===== config.mk =====
export PLATFORM = sky130hd
export DESIGN_NAME = swks_ram
export DESIGN_NICKNAME = d
export VERILOG_FILES = /design/src/rtl/core/swks_ram.sv
export SDC_FILE = /design/constraint.sdc
export NUM_CORES = 2
export LEC_CHECK = 0
export ABC_CLOCK_PERIOD_IN_PS = 4200
export BUFFER_PORTS_ARGS = -buffer_cell sky130_fd_sc_hd__buf_4
export CAP_MARGIN = 20
export CORE_ASPECT_RATIO = 1.25
export CORE_MARGIN = 1
export CORE_UTILIZATION = 44
export DETAILED_ROUTE_END_ITERATION = 12
export SYNTH_ARGS = -nofsm -noshare
export SYNTH_HDL_FRONTEND = slang
export SYNTH_SLANG_ARGS = --single-unit

===== constraint.sdc =====
create_clock -name clk -period 4.2 [get_ports clk]
set_input_delay 0.84 -clock clk [delete_from_list [all_inputs] [get_ports clk]]
set_output_delay 0.84 -clock clk [all_outputs]
set_load 0.01 [all_outputs]

===== src/rtl/core/swks_ram.sv =====
`default_nettype none

module swks_ram #(
    parameter int WIDTH = 32,
    parameter int DEPTH = 64
) (
    input  wire logic                     clk,
    input  wire logic                     we,
    input  wire logic [$clog2(DEPTH)-1:0] waddr,
    input  wire logic [WIDTH-1:0]         wdata,
    input  wire logic [$clog2(DEPTH)-1:0] raddr,
    output logic      [WIDTH-1:0]         rdata
);

    logic [WIDTH-1:0] mem [DEPTH];

    // one write port, registered read port
    always_ff @(posedge clk)
    begin
        if (we)
        begin
            mem[waddr] <= wdata;
        end
        rdata <= mem[raddr];
    end

endmodule

`default_nettype wire


==> impl_metrics.csv <==
group,metric,value,unit
run_status,status,"finished, final reports clean",
min_path,min-delay-start,"wdata[11]",
cts,postCtsHoldBufs,0,
cts,clkLatencyLatePin,0.86,ns
die,die-area,180000,sq um
cts,ctsResizeCount,0,
place,dpl.hpwl,115000,um
grt,grt_max_degree,71,
die,ios,78,
pwr,power_density,471,nW/um^2
place,post_dp_cell_area,83600,sq um
finish,final_cells,6150,
cts,cts.sinks,2080,
routing,route.met2.wl,105000,um
flow_run,maxCapViolations,0,
synth,synth_top_area_cell,"edfxtp_1",
die,dieHeight,474,um
cts,cts_buffers,196,
routing,maxUsedRoutingLayer,"met5",
synth,synth.distinct_cells,34,
place,place_inst,5796,
finish,area_growth,14.1,%
synth,yosysTopAreaCellShare,0.783,
synth,synth_seq_cells,2080,
sta,tightestPinTransition,0.933,ns
finish,mostFrequentLayoutCells,"edfxtp_1, mux4_2, buf_4, clkbuf_16, mux2i_1",
synth,synth_edf_count,2048,
cts,h-tree-depth,4,
die,die_w,380,um
routing,detail-route-antenna-nets,0,
cts,cts_setup_buffers,0,
grt,grt_pass1_wl,288000,um
finish,final_nets,3678,
sta,tns,0,ns
sta,max_freq,310,MHz
finish,final_common_cell,"edfxtp_1",
sta,fin_hold_ws,0.547,ns
synth,syn_avg_cell_area,23.6,sq um
critical_path,cp_data_arrival_time,3.84,ns
cts,tritoncts,"built",
sta,setup_slack,0.973,ns
routing,dr.pass1.iters,5,
grt,track_usage,0.229,
sta,slew_viol_final,0,
routing,met1_length,80500,um
finish,seq_area,62100,sq um
die,start_util,0.442,
die,core,177000,sq um
finish,final_cell_area,89600,sq um
critical_path,cp-end-kind,"register",
die,row_count,173,
critical_path,startpoint,"raddr[0]",
synth,yosysWarnings,0,
grt,grt_overflow,0,
synth,seq_area_frac_synth,0.791,
sta,rsz0062_at_grt,"no",
place,place_ws,0.240,ns
routing,vias,37000,
cts,root_buffer,"clkbuf_16",
sta,fin_crit,3.23,ns
finish,drive_gt1_frac,0.306,
synth,ys_top_cells_by_area,"edfxtp_1, mux4_2, mux2i_1",
critical_path,crit_type,"in -> reg",
routing,met3_wirelength,14200,um
cts,clk_pin_slew,0.06,ns
sta,slew-limit-headroom,0.377,
routing,routed_wl,204000,um
critical_path,critPathLaunchType,"input pin",
routing,drt_iter0_drc,3690,
critical_path,required,4.82,ns
finish,final_core_util,0.505,
synth,ys_async_sr_fraction,0,
place,io_buffers,77,
critical_path,path_max_fanout,28,
cts,clockBufferDepth,3,
pwr,ir_drop,0.310,mV
finish,multi_input_area,16000,sq um
sta,hold_violations,0,
synth,synth_flop_cell,"edfxtp_1",
sta,finalSetupViolCount,0,
routing,drc,0,
routing,via_per_inst,6.01,
grt,grt_pass1_vias,37900,
synth,synth_cells,3324,
pwr,power,42.2,mW
sta,period_share,0.768,
finish,fillers,14000,
pwr,leakagePower,27.9,nW
min_path,hold_path_class,"in -> reg",
critical_path,reg2reg_from,"mem[63][5]$_DFFE_PP_",
place,place.gp.congestion,0.841,
sta,skew,0.0343,ns
routing,wire_per_inst,33.2,um
grt,antenna_found_initial,14,
synth,synth_nets,3370,
synth,netlist_area,78500,sq um
-- where the power goes --
group,leakage [nW],switching (mW),internal (mW)
registers,18.7,0.0884,23.0
clock network,2.94,7.49,9.38
logic,6.23,1.44,0.854
-- flip-flops by register name, summed over array words and instances (netlist names) --
signal and cells:
rdata 32, mem 2048
-- layout make-up --
type | instances | area share
diodes | 5 | 0.000140
well taps | 2362 | 0.0330
multi-input cells | 1062 | 0.178
flip-flops and latches | 2080 | 0.693
repair buffers | 292 | 0.0282
clock inverters | 91 | 0.00811
clock buffers | 258 | 0.0591
-- routing by layer --
metal	up-vias	track usage
met3	285	0.0391
met4	14	0.0634
li1	14900	-
met1	20400	0.304
met5	-	0
met2	1410	0.391
-- worst max-delay path, stage by stage --
cell and delay, ns:
buf_8 0.24, buf_12 0.25, buf_12 0.26, mux4_2 0.55, mux4_2 0.56, o22ai_1 0.71
nor2_1 0.34
-- cell families (layout without fill, tap and decap cells) --
logic type / count (synthesis) / after routing / share of synthesized area
AND/OR/NAND/NOR: 223 / 223 / 0.0127
buffers and inverters: 182 / 641 / 0.0113
AO/OA/AOI/OAI: 202 / 202 / 0.0167
multiplexers: 637 / 637 / 0.168
flip-flops: 2080 / 2080 / 0.791
other: 0 / 5 / 0
-- synthesized netlist by cell type, types with 5 or more instances --
library cell	instances
edfxtp_1	2048
mux4_2	544
nor2_1	137
mux2i_1	93
o22ai_1	84
clkbuf_1	74
a21oi_1	62
buf_2	57
dfxtp_1	32
o221ai_1	27
nand2_1	26
buf_4	25
buf_1	21
nor2b_1	15
a22oi_1	12
a311oi_1	8
nand2b_1	8
nor3_1	7
buf_6	5
nand3_1	5
nand3b_1	5
-- path summary, 6_finish.rpt --
| path | endpoint | slack (ns) | cells past startpoint |
|---|---|---|---|
| worst max-delay path | rdata[5]$_DFF_P_ | 0.97 | 7 |
| worst min-delay path | mem[58][11]$_DFFE_PP_ | 0.55 | 1 |
| worst max register to register | rdata[5]$_DFF_P_ | 1.53 | 4 |
| worst min register to register | rdata[17]$_DFF_P_ | 0.82 | 4 |
No activity file was read; power rests on OpenSTA's default activity.
