<file path="config.mk">
export PLATFORM = sky130hd
export DESIGN_NAME = swks_cell
export DESIGN_NICKNAME = d
export VERILOG_FILES = /design/src/rtl/core/swks_pkg.sv /design/src/rtl/core/swks_cell.sv
export SDC_FILE = /design/constraint.sdc
export NUM_CORES = 1
export LEC_CHECK = 0
export BUFFER_PORTS_ARGS = -buffer_cell sky130_fd_sc_hd__buf_2
export CORE_ASPECT_RATIO = 1.5
export CORE_MARGIN = 1.5
export CORE_UTILIZATION = 50
export CTS_BUF_LIST = sky130_fd_sc_hd__clkbuf_8
export CTS_CLUSTER_DIAMETER = 60
export DETAILED_ROUTE_END_ITERATION = 10
export HOLD_SLACK_MARGIN = 0.03
export PLACE_DENSITY = 0.86
export SLEW_MARGIN = 20
export SYNTH_ARGS = -nofsm -noshare
export SYNTH_HDL_FRONTEND = slang
export SYNTH_SLANG_ARGS = --single-unit
</file>
<file path="constraint.sdc">
create_clock -name clk -period 4.6 [get_ports clk]
set_clock_uncertainty 0.1 [all_clocks]
set_input_delay 0.69 -clock clk [delete_from_list [all_inputs] [get_ports clk]]
set_output_delay 0.69 -clock clk [all_outputs]
set_load 0.1 [all_outputs]
</file>
<file path="src/rtl/core/swks_pkg.sv">
`default_nettype none

package swks_pkg;

    // default sizing
    localparam int WINDOW_MAX_DEF  = 64;
    localparam int SAMPLE_BITS_DEF = 32;

    // configuration registers
    localparam int CFG_BITS   = 7;
    localparam int ADDR_BITS  = 3;
    localparam int DATA_BITS  = 32;
    localparam int REG_SEL_LO = 2;

    localparam logic [CFG_BITS-1:0] WINDOW_LEN_RST = CFG_BITS'(8);
    localparam logic [CFG_BITS-1:0] K_COUNT_RST    = CFG_BITS'(4);

    typedef enum logic [0:0] {
        REG_WINDOW_LEN = 1'b0,
        REG_K_COUNT    = 1'b1
    } reg_sel_t;

    // flags a cell hands to its neighbors
    typedef struct packed {
        logic ge_rem;      // holds a valid value at or above the leaving word
        logic move_left;   // own value shifts one cell toward the head
        logic move_right;  // own value shifts one cell toward the tail
    } link_t;

    // controls broadcast to every cell
    typedef struct packed {
        logic upd;         // rebuild the sorted row this cycle
        logic rem;         // window full, oldest word leaves
    } cell_ctl_t;

endpackage

`default_nettype wire

</file>
<file path="src/rtl/core/swks_cell.sv">
`default_nettype none

module swks_cell #(
    parameter int INDEX       = 0,
    parameter int SAMPLE_BITS = 32,
    parameter int SUM_BITS    = 38,
    parameter int LEN_BITS    = 7
) (
    input  wire logic                     clk,
    input  wire swks_pkg::cell_ctl_t      ctl,
    input  wire logic [LEN_BITS-1:0]      fill,
    input  wire logic [LEN_BITS-1:0]      k_eff,
    input  wire logic [SAMPLE_BITS-1:0]   ins_val,
    input  wire logic [SAMPLE_BITS-1:0]   rem_val,
    input  wire swks_pkg::link_t          left_link,
    input  wire logic [SAMPLE_BITS-1:0]   left_val,
    input  wire swks_pkg::link_t          right_link,
    input  wire logic [SAMPLE_BITS-1:0]   right_val,
    input  wire logic [SUM_BITS-1:0]      right_acc,
    output swks_pkg::link_t               link,
    output logic      [SAMPLE_BITS-1:0]   val,
    output logic      [SUM_BITS-1:0]      acc
);

    localparam logic [LEN_BITS-1:0] MY_IDX = LEN_BITS'(INDEX);

    logic [SAMPLE_BITS-1:0] val_reg, val_next;
    logic [SUM_BITS-1:0]    acc_reg, acc_next;
    logic                   valid;
    logic                   is_rem;
    logic                   after_rem;
    logic                   before_rem;
    logic                   le_ins;
    logic                   stay;

    // position relative to the leaving word and the new word
    always_comb
    begin
        valid       = MY_IDX < fill;
        link.ge_rem = ctl.rem && valid && (val_reg >= rem_val);
        is_rem      = link.ge_rem && !left_link.ge_rem;
        after_rem   = link.ge_rem && !is_rem;
        before_rem  = valid && !link.ge_rem;
        le_ins      = val_reg <= ins_val;

        stay            = (after_rem && !le_ins) || (before_rem && le_ins);
        link.move_left  = after_rem && le_ins;
        link.move_right = before_rem && !le_ins;
    end

    // pick own value, a neighbor's, or the new word
    always_comb
    begin
        val_next = val_reg;
        if (ctl.upd)
        begin
            if (stay)
            begin
                val_next = val_reg;
            end
            else if (left_link.move_right)
            begin
                val_next = left_val;
            end
            else if (right_link.move_left)
            begin
                val_next = right_val;
            end
            else
            begin
                val_next = ins_val;
            end
        end
    end

    // partial sum wave moving toward the head
    always_comb
    begin
        if (ctl.upd)
        begin
            acc_next = '0;
        end
        else if (MY_IDX < k_eff)
        begin
            acc_next = right_acc + SUM_BITS'(val_reg);
        end
        else
        begin
            acc_next = right_acc;
        end
    end

    always_ff @(posedge clk)
    begin
        val_reg <= val_next;
        acc_reg <= acc_next;
    end

    assign val = val_reg;
    assign acc = acc_reg;

endmodule

`default_nettype wire

</file>
==> results of run 1 <==
routing by layer:
metal	part of all wire	wire (µm)
met1	0.38	7240
met5	0	0
met4	0.043	832
met2	0.52	9860
met3	0.064	1220
synthesized netlist by cell type, types with 3 or more instances:
cell / count
nand2_1: 91
xnor2_1: 15
clkbuf_1: 27
nor3_1: 10
and3_1: 4
inv_1: 72
xor2_1: 6
and2_1: 3
o21bai_1: 9
a21o_1: 40
nor4_1: 5
a21oi_1: 62
o21ai_0: 56
o21ai_1: 3
o211ai_1: 4
nand4_1: 22
nor2b_1: 14
or4_1: 4
a211oi_1: 9
dfxtp_1: 38
nand3_1: 22
edfxtp_1: 32
ha_1: 96
a31oi_1: 6
nand2b_1: 5
mux2_1: 3
nor2_1: 38
mux2i_1: 34
o21a_1: 4
cell families after synthesis:
kind of cell	synth area share
buf+inv	0.0611
xor+xnor	0.0287
compound gates	0.215
flops	0.268
simple gates	0.176
mux	0.0607
fa+ha+maj	0.190
metrics by stage:
step | TNS, ps | instance area (µm²) | std cells | hold WS, ps | util
4_1_cts | 0 | 8040 | 1182 | 474 | 0.643
3_3_place_gp | 0 | 7810 | 1166 | 623 | 0.624
6_report | 0 | 8050 | 1184 | 489 | 0.643
5_1_grt | 0 | 8050 | 1183 | 492 | 0.643
3_5_place_dp | 0 | 7810 | 1166 | 639 | 0.624
2_1_floorplan | -566 | 6420 | 780 | 720 | -
where the power goes:
group          switching, mW  internal [mW]  leakage (nW)  total [mW]
sequential            0.0559          0.744         0.619       0.800
combinational           1.04          0.388          3.53        1.43
clock                  0.244          0.348         0.124       0.592
total                   1.34           1.48          4.27        2.82
worst reg2reg max path, stage by stage, from the launching register on:
cell and delay, ps:
edfxtp_1 470, ha_1 330, a21o_1 160, a21o_1 170, a21oi_1 160, o21ai_0 160, a2111oi_0 500, a31oi_1 270
nand4b_1 150, o311a_1 170, buf_4 390
final cells by class:
type                            instances  share of cell area
Sequential cell                        70               0.214
Tap cell                              156              0.0243
Antenna cell                            2            0.000622
Timing Repair Buffer                  261               0.163
Multi-Input combinational cell        607               0.535
Clock buffer                           12              0.0205
Clock inverter                          4             0.00855
Inverter                               72              0.0336
how the worst max path moves through the flow:
stage,startpoint,end,slack (ps),cells past startpoint
2_1_floorplan,val[0],link[1],-570,10
3_3_place_gp,ins_val[31],link[1],580,11
3_5_place_dp,rem_val[29],link[1],550,12
4_1_cts,val[31],link[1],470,9
5_1_grt,val[30],link[1],230,9
6_report,val[29],link[1],560,10
==> flow_summary.ini, run 1 <==
[cells_and_area]
area_delta_synth_final_pct = 25.5
seqCellArea_um2 = 1720
drive_gt1_frac = 0.282
num-nets-final = 1307
final_common_cell = buf_2
largest_reg_flops = 38
layout_common_cells = 258 x buf_2, 96 x ha_1, 91 x nand2_1, 73 x inv_1, 62 x a21oi_1
multi_input_area_um2 = 4310
fill_cells = 1122

[global_route]
antenna_found_initial = 2
grt_pass1_vias = 6640
busiest_layer = met2
grt-ovfl-total = 0
grt_use_met3 = 0.0552
grt_util_met2 = 0.510
grt_pass1_wl_um = 30500
grtUsageMet1 = 0.322
gr-usage-all-layers = 0.288
grt_max_degree = 65

[min_path]
hold_path_startpoint = right_acc[28]
whs_path_depth = 3
hold_class = primary input to flop
hold_path_end = acc[28]

[clock_tree]
cts-root-buf = clkbuf_8
cts.sinks = 70
numCtsBuffers = 9
cts_buffer_depth = 2
clock_latency_ps = 350
postCtsHoldBufs = 0
cts_tree = done
cts-htree-levels = 3
ctsResizeCount = 0
cts.clk_slew.worst_paths_ps = 80
post-cts-setup-buffers = 0

[yosys]
synthCells = 780
synth-seq-cells = 70
seq_area_frac_synth = 0.268
ys_top_cells_by_area = ha_1 19%, edfxtp_1 15%, dfxtp_1 12%
synth_nets = 1066
yosys.area.top_type_share = 0.187
ys.warnings.count = 0
async_flop_share = 0
synth.avg_cell_area_um2 = 8.22
synth_cell_types = 66
synth-main-ff-cell = dfxtp_1
synth_area_um2 = 6410
synth_edf_count = 32
post-synth-top-area-cell = ha_1

[die]
ioPinCount = 262
num_rows = 50
die-area_um2 = 13500
die_width_um = 95.5
start_util = 0.513
coreArea_um2 = 12500
die_h_um = 142

[power_and_ir_drop]
leakage_nw = 4.27
report.power.total_mw = 2.82
peakVddDrop_uv = 171
power_density_nw_per_um2 = 350

[place]
place_congestion = 0.937
pre_cts_ws_ps = 548
io_buffers = 258
dp.final_hpwl_um = 15600

[critical_path]
cp_slowest_cell = a2111oi_0
crit_chain = ha_1 -> a21o_1 -> a21o_1 -> a21oi_1 -> o21ai_0 -> a2111oi_0 -> a31oi_1 -> nor2b_2 -> and3_1 -> buf_2
r2r_slack_ps = 1220
cp_max_fo = 4
critPathMaxStageDelay_ps = 500
end_kind = primary output
r2r-start = val[29]
worst-path-buf-inv = 1
cp.arrival_ps = 3250
worst_r2r_endpoint = val[24]
critPathRequiredTime_ps = 3810
startpoint_type = flop
path_class = flop to primary output
reg2regPathDepth = 10
critPathTopFamily = compound AO/OA/AOI/OAI gates
crit_top_cell = a21o_1

[timing]
drv_slew = 0
setup_ws_ps = 559
hold_viol = 0
tightestPinTransition_ps = 950
period_share = 0.878
finalSetupViolations = 0
rsz0062_at_grt = false
period_minus_slack_ps = 4040
slew_headroom = 0.366
max_freq_mhz = 247

[routing]
avgRoutedWirePerCell_um = 16.2
vias_per_cell = 5.65
drtAntennaViolNets = 0
wl_um = 19100
firstDrtPassIters = 4
vias = 6689
drc_errors = 0
drtIter0Drc = 247

[job]
drv_cap = 0

[status]
status = completed
No activity file was read; power rests on OpenSTA's default activity.
==> run 2, diff against run 1 <==
Settings changed: BUFFER_PORTS_ARGS -buffer_cell sky130_fd_sc_hd__buf_2 to default, DONT_BUFFER_PORTS from default to 1, PLACE_DENSITY 0.86 to 0.69.
==> run 2 against run 1 <==
Final cell count is 19% lower. Cell area is 13% lower. Setup slack worse by 150 ps. Clock-buffer cell count is 3 lower. Sequential power is 48% higher. Core utilization is 8.4 points lower. Sequential share of layout area is 3.2 points higher. Global-route usage is 1.6 points lower. Clock power is 18% lower. Largest power group is now sequential cells. Highest routed layer unchanged.
==> flow_summary.ini, run 2 (synthesis results as in run 1) <==
[cells_and_area]
fin_area_um2 = 7000
largest_reg_flops = 38
multi_input_area_um2 = 4320
num-nets-final = 1085
final_util = 0.560
layout_common_cells = 96 x ha_1, 91 x nand2_1, 74 x inv_1, 62 x a21oi_1, 56 x o21ai_0
area_delta_synth_final_pct = 9.17
drive_gt1_frac = 0.0808
num_antenna_cells = 0
seqCellArea_um2 = 1720
final_common_cell = ha_1
fill_cells = 1143

[min_path]
hold_class = primary input to flop
hold_path_startpoint = ctl[1]
whs_path_depth = 1
hold_path_end = acc[27]

[timing]
tightestPinTransition_ps = 989
slew_headroom = 0.340
setup_ws_ps = 413
max_freq_mhz = 239
hold_viol = 0
period_share = 0.910
rsz0062_at_grt = false
finalSetupViolations = 0
timing.hold.ws_ps = 305
drv_slew = 0
period_minus_slack_ps = 4190

[global_route]
grt_max_degree = 65
antenna_found_initial = 0
gr-usage-all-layers = 0.272
grt_pass1_wl_um = 28600
grt_pass1_vias = 5985
grt-ovfl-total = 0

[critical_path]
path_class = flop to primary output
r2r_slack_ps = 1060
reg2regPathDepth = 11
r2r-start = val[29]
end_kind = primary output
worst_r2r_endpoint = val[24]
critPathRequiredTime_ps = 3810
cp_max_fo = 3
cp.arrival_ps = 3400
startpoint_type = flop

[routing]
avgRoutedWirePerCell_um = 19.4
drtAntennaViolNets = 0
vias_per_cell = 6.22
drc_errors = 0
firstDrtPassIters = 5
vias = 5967
drtIter0Drc = 167
wl_um = 18700

[clock_tree]
post-cts-setup-buffers = 0
cts-root-buf = clkbuf_8
cts.sinks = 70
cts-htree-levels = 3
postCtsHoldBufs = 0
cts_tree = done
clock_latency_ps = 350
numCtsBuffers = 9
ctsResizeCount = 0
cts_buffer_depth = 2
cts.clk_slew.worst_paths_ps = 80

[place]
place_congestion = 0.998
place_area_um2 = 6820
dp.final_hpwl_um = 15500
pre_cts_ws_ps = 536
io_buffers = 0

[power_and_ir_drop]
power_density_nw_per_um2 = 371
peakVddDrop_uv = 180
leakage_nw = 3.37
report.power.total_mw = 2.60

[status]
status = completed

[die]
die-area_um2 = 13500
die_h_um = 142
num_rows = 50
ioPinCount = 262
coreArea_um2 = 12500
die_width_um = 95.5
start_util = 0.513

[job]
drv_cap = 0
==> run 2: cell count changes in the layout (fill, tap and decap cells not counted), sizes merged <==
cell      before  now
buf          261   39
bufinv         2    1
clkbuf        12    9
clkinv         1    3
clkinvlp       0    1
diode          2    0
inv           73   74
==> run 2: area by class of cell <==
cell class,instances,share of cell area
flip-flops and latches,70,0.246
well taps,156,0.0279
multi-input cells,607,0.616
repair buffers,39,0.0454
inverters,72,0.0386
clock buffers,9,0.0177
clock inverters,7,0.00822
==> run 2: how the worst max path moves through the flow <==
stage          cells past startpoint   startpoint  endpoint
3_5_place_dp                      11  rem_val[25]   link[1]
2_1_floorplan                     10       val[0]   link[1]
6_report                          10      val[29]   link[1]
4_1_cts                           10      val[29]   link[1]
3_3_place_gp                      11  rem_val[29]   link[1]
5_1_grt                           10      val[29]   link[1]
==> run 2: metal layers <==
metal  track usage  wire [µm]  vias to the layer above
met5             0          0                        -
met2         0.501       9830                      282
met4         0.116        657                        0
met3        0.0488       1320                       50
met1         0.298       6860                     2782
li1              -          -                     2853
==> run 2: stage by stage <==
step	TNS [ps]	cells
after floorplan	-566	780
after global placement	0	944
after detailed placement	0	944
after CTS	0	960
after global routing	0	960
final	0	960
==> run 2: critical path, stage by stage (launching register included) <==
cell and delay [ps]:
edfxtp_1 400, buf_4 260, ha_1 340, nand4_1 140, nor4_1 510, nand3_1 230, nor3b_1 200, a22oi_1 270
and2_1 260, and3_1 230, buf_12 180
==> run 2: report_power, final <==
part,switching [mW],internal (mW)
sequential,0.437,0.743
clock,0.243,0.242
combinational,0.609,0.326
total,1.29,1.31
